`config.mk`:
```
export PLATFORM = sky130hd
export DESIGN_NAME = sensor_reply_frame_parser
export DESIGN_NICKNAME = d
export VERILOG_FILES = /design/src/rtl/srfp_pkg.sv /design/src/rtl/sensor_reply_frame_parser.sv /design/src/rtl/srfp_in_reg.sv /design/src/rtl/srfp_framer.sv /design/src/rtl/srfp_out_reg.sv
export SDC_FILE = /design/constraint.sdc
export NUM_CORES = 1
export LEC_CHECK = 0
export ABC_AREA = 0
export BUFFER_PORTS_ARGS = -buffer_cell sky130_fd_sc_hd__buf_2
export CAP_MARGIN = 30
export CORE_ASPECT_RATIO = 0.5
export CORE_UTILIZATION = 25
export DETAILED_ROUTE_END_ITERATION = 12
export PLACE_DENSITY = 0.5
export SLEW_MARGIN = 20
export SYNTH_ARGS = -nofsm -noshare
export SYNTH_HDL_FRONTEND = slang
export SYNTH_SLANG_ARGS = --single-unit
```
`constraint.sdc`:
```
create_clock -name clk -period 11.1 [get_ports clk]
set_input_delay 2.22 -clock clk [delete_from_list [all_inputs] [get_ports clk]]
set_output_delay 2.22 -clock clk [all_outputs]
set_load 0.01 [all_outputs]
```
`src/rtl/srfp_pkg.sv`:
```
`default_nettype none

package srfp_pkg;

  // Default depth of the frame byte store.
  localparam int MAX_FRAME_BYTES_DEF = 16;

  // Width of a frame length.
  localparam int LEN_W = 5;

  // Frame header bytes.
  localparam logic [7:0] HDR_MEAS = 8'hAA;
  localparam logic [7:0] HDR_TEMP = 8'hAB;
  localparam logic [7:0] HDR_STAT = 8'hAC;

  // Frame lengths in bytes.
  localparam logic [LEN_W-1:0] LEN_NONE  = 5'd0;
  localparam logic [LEN_W-1:0] LEN_SHORT = 5'd6;
  localparam logic [LEN_W-1:0] LEN_MID   = 5'd14;
  localparam logic [LEN_W-1:0] LEN_LONG  = 5'd16;

  // Frame kinds reported on the result channel.
  localparam logic [2:0] KIND_MEAS = 3'd0;
  localparam logic [2:0] KIND_TEMP = 3'd1;
  localparam logic [2:0] KIND_STAT = 3'd2;
  localparam logic [2:0] KIND_CSUM = 3'd3;
  localparam logic [2:0] KIND_BADH = 3'd4;

  // Status codes decoded from a status frame.
  localparam logic [2:0] STAT_OK         = 3'd0;
  localparam logic [2:0] STAT_CMD_ERR    = 3'd1;
  localparam logic [2:0] STAT_BUSY       = 3'd2;
  localparam logic [2:0] STAT_CAL_FAIL   = 3'd3;
  localparam logic [2:0] STAT_TEMP_RANGE = 3'd4;

  // Sensor model codes (layout families).
  localparam logic [2:0] MODEL_TRIPLE_0  = 3'd0;
  localparam logic [2:0] MODEL_TRIPLE_1  = 3'd1;
  localparam logic [2:0] MODEL_DUAL_2    = 3'd2;
  localparam logic [2:0] MODEL_DUAL_3    = 3'd3;
  localparam logic [2:0] MODEL_LONG16    = 3'd4;
  localparam logic [2:0] MODEL_MEAS_ONLY = 3'd5;
  localparam logic [2:0] MODEL_LONG14    = 3'd6;

  typedef struct packed {
    logic [2:0]  frame_kind;
    logic [15:0] value_a;
    logic [31:0] value_b;
    logic [15:0] value_c;
    logic [15:0] value_d;
    logic [15:0] value_e;
    logic [15:0] value_f;
    logic [2:0]  status_code;
  } result_t;

  // Frame length that a header byte opens under a sensor model; zero when
  // the byte is not a valid header for that model.
  function automatic logic [LEN_W-1:0] length_for(input logic [2:0] model,
                                                  input logic [7:0] hdr);
    logic [LEN_W-1:0] len;
    len = LEN_NONE;
    unique case (model)
      MODEL_TRIPLE_0, MODEL_TRIPLE_1: begin
        if (hdr == HDR_MEAS || hdr == HDR_TEMP || hdr == HDR_STAT) len = LEN_SHORT;
      end
      MODEL_DUAL_2, MODEL_DUAL_3: begin
        if (hdr == HDR_MEAS || hdr == HDR_STAT) len = LEN_SHORT;
      end
      MODEL_LONG16: begin
        if (hdr == HDR_MEAS) len = LEN_LONG;
        else if (hdr == HDR_STAT) len = LEN_SHORT;
      end
      MODEL_MEAS_ONLY: begin
        if (hdr == HDR_MEAS) len = LEN_SHORT;
      end
      MODEL_LONG14: begin
        if (hdr == HDR_MEAS) len = LEN_MID;
        else if (hdr == HDR_STAT) len = LEN_SHORT;
      end
      default: begin
        len = LEN_NONE;
      end
    endcase
    return len;
  endfunction

endpackage

`default_nettype wire

```
`src/rtl/sensor_reply_frame_parser.sv`:
```
// Sensor reply frame parser. Bytes received from a water-quality sensor's
// UART arrive one per input transaction; the first byte of a frame is a
// header that, together with the sensor_model register, sets the frame
// length (6, 14 or 16 bytes), and the last byte must equal the 8-bit sum of
// the bytes before it. Each finished frame yields one output transaction
// carrying its kind, up to six big-endian raw readings and a decoded status
// code; a checksum mismatch yields a checksum-error transaction and drops
// the frame, and a byte that cannot start a frame yields a bad-header
// transaction and is dropped. The block sustains one byte per clock cycle
// unless a result is due while the output register is still full: a byte
// waits in the input register and is then folded into the running sum,
// counter and byte store in a single pass, and a frame's result is loaded
// into the output register at that same edge, where it waits until the
// consumer takes it.
// The input register keeps taking bytes while a result waits in the output
// register; only when a new result is due and the output register is still
// full does in_ready drop. Write sensor_model only while no frame is in
// flight; a write abandons any partial frame.
`default_nettype none

module sensor_reply_frame_parser
  import srfp_pkg::*;
#(
  parameter int MAX_FRAME_BYTES = MAX_FRAME_BYTES_DEF
)
(
  input  wire logic        clk,
  input  wire logic        rst,
  input  wire logic        sensor_model_we,
  input  wire logic [2:0]  sensor_model,
  input  wire logic        in_valid,
  output logic             in_ready,
  input  wire logic [7:0]  rx_byte,
  output logic             out_valid,
  input  wire logic        out_ready,
  output logic [2:0]       frame_kind,
  output logic [15:0]      value_a,
  output logic [31:0]      value_b,
  output logic [15:0]      value_c,
  output logic [15:0]      value_d,
  output logic [15:0]      value_e,
  output logic [15:0]      value_f,
  output logic [2:0]       status_code
);

  logic       s1_valid;
  logic [7:0] s1_byte;
  logic       advance;
  logic       has_res;
  logic       out_free;
  result_t    res;
  result_t    res_q;

  // A byte leaves the input register when it produces no result, or when
  // the output register can take the result it produces.
  assign advance = s1_valid && (!has_res || out_free);

  srfp_in_reg u_in_reg (
    .clk      (clk),
    .rst      (rst),
    .in_valid (in_valid),
    .rx_byte  (rx_byte),
    .advance  (advance),
    .in_ready (in_ready),
    .s1_valid (s1_valid),
    .s1_byte  (s1_byte)
  );

  srfp_framer #(
    .MAX_FRAME_BYTES (MAX_FRAME_BYTES)
  ) u_framer (
    .clk       (clk),
    .rst       (rst),
    .cfg_we    (sensor_model_we),
    .cfg_model (sensor_model),
    .in_byte   (s1_byte),
    .advance   (advance),
    .has_res   (has_res),
    .res       (res)
  );

  srfp_out_reg u_out_reg (
    .clk       (clk),
    .rst       (rst),
    .load      (advance && has_res),
    .res_in    (res),
    .out_ready (out_ready),
    .out_valid (out_valid),
    .free      (out_free),
    .res_q     (res_q)
  );

  assign frame_kind  = res_q.frame_kind;
  assign value_a     = res_q.value_a;
  assign value_b     = res_q.value_b;
  assign value_c     = res_q.value_c;
  assign value_d     = res_q.value_d;
  assign value_e     = res_q.value_e;
  assign value_f     = res_q.value_f;
  assign status_code = res_q.status_code;

endmodule

`default_nettype wire

```
`src/rtl/srfp_in_reg.sv`:
```
`default_nettype none

// Input register: holds one received byte until the framer consumes it.
module srfp_in_reg
  import srfp_pkg::*;
(
  input  wire logic       clk,
  input  wire logic       rst,
  input  wire logic       in_valid,
  input  wire logic [7:0] rx_byte,
  input  wire logic       advance,
  output logic            in_ready,
  output logic            s1_valid,
  output logic [7:0]      s1_byte
);

  assign in_ready = !s1_valid || advance;

  always_ff @(posedge clk) begin
    if (rst) begin
      s1_valid <= 1'b0;
    end else if (in_valid && in_ready) begin
      s1_valid <= 1'b1;
    end else if (advance) begin
      s1_valid <= 1'b0;
    end
  end

  always_ff @(posedge clk) begin
    if (in_valid && in_ready) begin
      s1_byte <= rx_byte;
    end
  end

endmodule

`default_nettype wire

```
`src/rtl/srfp_framer.sv`:
```
`default_nettype none

// Frame state: byte counter, expected length, running checksum and the byte
// store, plus the decode of a finished frame into one result.
module srfp_framer
  import srfp_pkg::*;
#(
  parameter int MAX_FRAME_BYTES = MAX_FRAME_BYTES_DEF
)
(
  input  wire logic       clk,
  input  wire logic       rst,
  input  wire logic       cfg_we,
  input  wire logic [2:0] cfg_model,
  input  wire logic [7:0] in_byte,
  input  wire logic       advance,
  output logic            has_res,
  output result_t         res
);

  localparam int CNT_W = $clog2(MAX_FRAME_BYTES + 1);
  localparam int IDX_W = $clog2(MAX_FRAME_BYTES);
  localparam logic [CNT_W-1:0] MAX_CNT = CNT_W'(MAX_FRAME_BYTES);

  logic [2:0]       model;
  logic [CNT_W-1:0] count;
  logic [CNT_W-1:0] count_next;
  logic [LEN_W-1:0] exp_len;
  logic [LEN_W-1:0] exp_len_next;
  logic [7:0]       sum;
  logic [7:0]       sum_next;
  logic [7:0]       store [MAX_FRAME_BYTES];
  logic             wr_en;
  logic [LEN_W-1:0] hdr_len;
  logic [CNT_W-1:0] hdr_len_ext;
  logic [CNT_W-1:0] exp_ext;
  logic [CNT_W-1:0] count_inc;
  result_t          dec;

  assign hdr_len     = length_for(model, in_byte);
  assign hdr_len_ext = CNT_W'(hdr_len);
  assign exp_ext     = CNT_W'(exp_len);
  assign count_inc   = count + CNT_W'(1);

  // Decode of the stored frame; the checksum byte itself is never needed.
  always_comb begin
    dec = '0;
    if (store[0] == HDR_STAT) begin
      dec.frame_kind = KIND_STAT;
      if (store[1] <= 8'(STAT_CAL_FAIL)) begin
        dec.status_code = store[1][2:0];
      end else if (model == MODEL_LONG16) begin
        dec.status_code = STAT_CAL_FAIL;
      end else begin
        dec.status_code = STAT_TEMP_RANGE;
      end
    end else begin
      dec.frame_kind = (store[0] == HDR_TEMP) ? KIND_TEMP : KIND_MEAS;
      dec.value_a    = {store[1], store[2]};
      if (exp_len == LEN_LONG) begin
        dec.value_b = {store[3], store[4], store[5], store[6]};
        dec.value_c = {store[7], store[8]};
        dec.value_d = {store[9], store[10]};
        dec.value_e = {store[11], store[12]};
        dec.value_f = {store[13], store[14]};
      end else if (exp_len == LEN_MID) begin
        dec.value_b = {16'h0000, store[3], store[4]};
        dec.value_c = {store[5], store[6]};
        dec.value_d = {store[7], store[8]};
        dec.value_e = {store[9], store[10]};
        dec.value_f = {store[11], store[12]};
      end else begin
        dec.value_b = {16'h0000, store[3], store[4]};
      end
    end
  end

  always_comb begin
    count_next   = count;
    exp_len_next = exp_len;
    sum_next     = sum;
    wr_en        = 1'b0;
    has_res      = 1'b0;
    res          = '0;
    if (count == '0) begin
      if (hdr_len == LEN_NONE || hdr_len_ext > MAX_CNT) begin
        has_res        = 1'b1;
        res.frame_kind = KIND_BADH;
      end else begin
        exp_len_next = hdr_len;
        sum_next     = in_byte;
        count_next   = CNT_W'(1);
        wr_en        = 1'b1;
      end
    end else if (count >= exp_ext || count >= MAX_CNT) begin
      // Inconsistent state: restart the search for a header.
      count_next   = '0;
      exp_len_next = LEN_NONE;
      sum_next     = '0;
    end else begin
      wr_en = 1'b1;
      if (count_inc < exp_ext) begin
        sum_next   = sum + in_byte;
        count_next = count_inc;
      end else begin
        has_res = 1'b1;
        if (in_byte != sum) begin
          res.frame_kind = KIND_CSUM;
        end else begin
          res = dec;
        end
        count_next   = '0;
        exp_len_next = LEN_NONE;
        sum_next     = '0;
      end
    end
  end

  always_ff @(posedge clk) begin
    if (rst) begin
      model   <= MODEL_TRIPLE_0;
      count   <= '0;
      exp_len <= LEN_NONE;
      sum     <= '0;
    end else if (cfg_we) begin
      model   <= cfg_model;
      count   <= '0;
      exp_len <= LEN_NONE;
      sum     <= '0;
    end else if (advance) begin
      count   <= count_next;
      exp_len <= exp_len_next;
      sum     <= sum_next;
    end
  end

  always_ff @(posedge clk) begin
    if (advance && wr_en) begin
      store[count[IDX_W-1:0]] <= in_byte;
    end
  end

endmodule

`default_nettype wire

```
`src/rtl/srfp_out_reg.sv`:
```
`default_nettype none

// Result register: holds one result until the consumer takes it.
module srfp_out_reg
  import srfp_pkg::*;
(
  input  wire logic    clk,
  input  wire logic    rst,
  input  wire logic    load,
  input  wire result_t res_in,
  input  wire logic    out_ready,
  output logic         out_valid,
  output logic         free,
  output result_t      res_q
);

  assign free = !out_valid || out_ready;

  always_ff @(posedge clk) begin
    if (rst) begin
      out_valid <= 1'b0;
    end else if (load) begin
      out_valid <= 1'b1;
    end else if (out_ready) begin
      out_valid <= 1'b0;
    end
  end

  always_ff @(posedge clk) begin
    if (load) begin
      res_q <= res_in;
    end
  end

endmodule

`default_nettype wire

```
==> key figures <==
Pwr
  – Leakage power: 4.49 nW
  – Power Density: 161 nW/µm²
  – VDD IR max: 0.111 mV
  – Total power draw: 2.03 mW

Worst setup path
  – Worst R2R End: u_out_reg.res_q[49]
  – Worst r2r src: u_framer.count[3]
  – Worst Setup Start Kind: flip-flop
  – R2r setup slk: 6880 ps
  – Worst reg2reg path depth: 8
  – Critical path class: flip-flop to output port
  – CP arrival: 4000 ps
  – Worst Path Required: 8880 ps
  – Crit path capture type: output port
  – CP max FO: 18

Timing
  – Final Worst Setup Slack: 4880 ps
  – Final Hold Fails: 0
  – Final Setup Violations: 0
  – Max Fclk: 161 MHz
  – Crit share post-route: 0.560
  – Slew headroom: 0.335
  – RSZ-0062 raised after global routing: no
  – Skew final: 13.8 ps
  – Worst slew pin tran: 997 ps
  – Total negative setup slack: 0 ps
  – Min Tclk post-route: 6220 ps
  – WHS: 483 ps
  – Final Slew Violations: 0

Drt
  – Via/cell ratio: 4.56
  – Pre-antenna DRT Iters: 5
  – Residual DRC count: 0
  – Wire length per cell: 18.2 µm
  – Top sig layer: met4
  – Via Count: 6,490
  – Post-Route WL: 25,900 µm
  – Metal-1 WL: 10,600 µm
  – Met2 WL post-DR: 13,800 µm
  – Routed Antenna Nets: 0
  – DR iter-0 viols: 442
  – Met3 WL post-DR: 994 µm

Floorplanning
  – Boundary Pins: 136
  – Core ar.: 40,900 µm²
  – Chip height: 147 µm
  – Starting Density: 0.257
  – Die area: 42,800 µm²
  – Die width: 292 µm
  – Num rows: 52

Synthesis
  – Yosys Warn Count: 0
  – Synth unique cells: 47
  – Ys async rst share: 0
  – Post-synthesis cell area: 10,500 µm²
  – Top FF cell, synth: edfxtp_1
  – Synth Instances: 730
  – Register area share after synthesis: 0.745
  – Share of the synthesized area in the top cell type: 0.705
  – #FFs+latches synth: 267
  – Top cells by area, synth: edfxtp_1, a22oi_1, dfxtp_1, nor2_1, ha_1
  – Syn nets: 765
  – Most frequent cell after synthesis: edfxtp_1
  – Top cell types by occurrence after synthesis: edfxtp_1, nor2_1, a22oi_1, nand2_1
  – Number of synthesized flops with an enable pin: 246
  – Syn avg cell area: 14.4 µm²
  – Synth area leader: edfxtp_1

Final layout
  – Reg area: 7810 µm²
  – Fin area: 12,600 µm²
  – Ratio of cells with drive above 1 in the final layout: 0.223
  – Layout Area Growth over Synthesis: 20.6%
  – Fill count: 4,099
  – # nets final: 904
  – Multi-input logic area: 2510 µm²

GRT
  – Largest net degree at the start of global routing: 81
  – Total gr overflow: 0
  – Vias in the first global route: 6,762
  – Gr usage total: 0.119
  – Global-route wire length before repair: 39,300 µm
  – Initial antenna violation count: 1

Clock tree
  – TritonCTS clock tree: done
  – Post-CTS setup buffers: 0
  – Longest Clk Path Bufs: 3
  – Clk slew on worst S/H paths: 70 ps
  – Resize count post-CTS: 0
  – Clk sinks: 267
  – CTS Hold Bufs: 0
  – Number of CTS-inserted buffers: 27
  – H-tree depth: 1
  – Root Driver: clkbuf_16
  – Clock Latency Late Sink: 540 ps

Placement
  – HPWL after detailed placement: 17,300 µm
  – Placed inst area: 11,800 µm²
  – IO Port Bufs: 135
  – DP Worst Slack: 5420 ps
  – Final GP Congestion: 0.808

Job
  – Number of max-cap violations: 0

Worst hold path
  – Hold/Removal Path Class: flip-flop to flip-flop
  – Hold path depth: 2
  – Hold Path End: u_framer.sum[6]
  – Worst hold path startpoint: u_framer.sum[6]

Status
  – Outcome: completed
## layout by cell type, fill, tap and decap left out, types with 3 or more instances in the layout
cell type,n
inv_1,12
o211ai_1,4
clkinv_2,3
nand2b_1,10
a21oi_1,26
clkbuf_1,4
a221oi_1,5
dfxtp_1,21
xnor2_1,5
mux2i_1,3
clkinv_1,4
nor3_2,3
nand2_1,47
and3_1,34
a22oi_1,66
edfxtp_1,246
a211oi_1,4
o31ai_1,4
o21ai_0,11
buf_2,136
xor2_1,6
buf_4,12
nor2_1,97
nand4_1,3
nand3_1,10
clkbuf_16,27
nor3_1,19
ha_1,18
a21o_1,3
## worst max-delay path: stages (launching register included)
cell and delay, ps:
dfxtp_1 580, ha_1 330, a21o_1 200, a211oi_2 320
nand3_1 260, nor3_2 760, o21ai_0 480, or2_2 390
buf_2 140
## where the power goes
| group | leakage (nW) | switching (mW) | internal [mW] |
|---|---|---|---|
| logic | 1.53 | 0.0334 | 0.0159 |
| clock network | 0.402 | 0.368 | 0.490 |
| registers | 2.57 | 0.0152 | 1.11 |
| total | 4.49 | 0.416 | 1.62 |
## worst max-delay path by stage
stage                                 start            endpoint  slack (ps)  depth (start not counted)
after floorplan                   out_ready  u_out_reg.res_q[0]        2890                          2
after global placement    u_framer.count[3]            in_ready        5610                          8
after detailed placement  u_framer.count[3]            in_ready        5420                          8
after CTS                 u_framer.count[3]            in_ready        4840                          8
after global routing      u_framer.count[3]            in_ready        4590                          8
final                     u_framer.count[3]            in_ready        4880                          8
## layer usage
layer,GRT usage,vias to the layer above
met5,0,-
met4,0.0318,0
met3,0.0206,40
met2,0.223,134
met1,0.141,3262
li1,-,3054
## area by class of cell
cell class / instances / share of cell area
clock inverters: 12 / 0.0101
inverters: 12 / 0.00356
diodes: 1 / 0.000198
repair buffers: 149 / 0.0622
clock buffers: 31 / 0.0546
flip-flops and latches: 267 / 0.618
well taps: 540 / 0.0534
multi-input cells: 412 / 0.198
## metrics by stage
step,cells,util
final,1424,0.309
after CTS,1421,0.309
after detailed placement,1378,0.289
after global routing,1423,0.309
after global placement,1376,0.288
after floorplan,730,-
## logic make-up (layout without fill, tap and decap cells)
family	count (synthesis)	count (layout)	synth area share
fa+ha+maj	19	19	0.0234
simple gates	242	242	0.108
mux	3	3	0.00286
compound gates	137	137	0.0932
flops	267	267	0.745
xor+xnor	11	11	0.00919
other cells	0	1	0
buf+inv	51	204	0.0187
## flip-flops by register name, indices dropped and copies added (netlist names)
name / cells
u_framer.store: 120
u_out_reg.res_q: 118
u_framer.sum: 8
u_in_reg.s1_byte: 8
u_framer.count: 5
u_framer.exp_ext: 3
u_framer.model: 3
u_in_reg.s1_valid: 1
u_out_reg.out_valid: 1
Note: power is estimated with default switching activity, not from simulation.
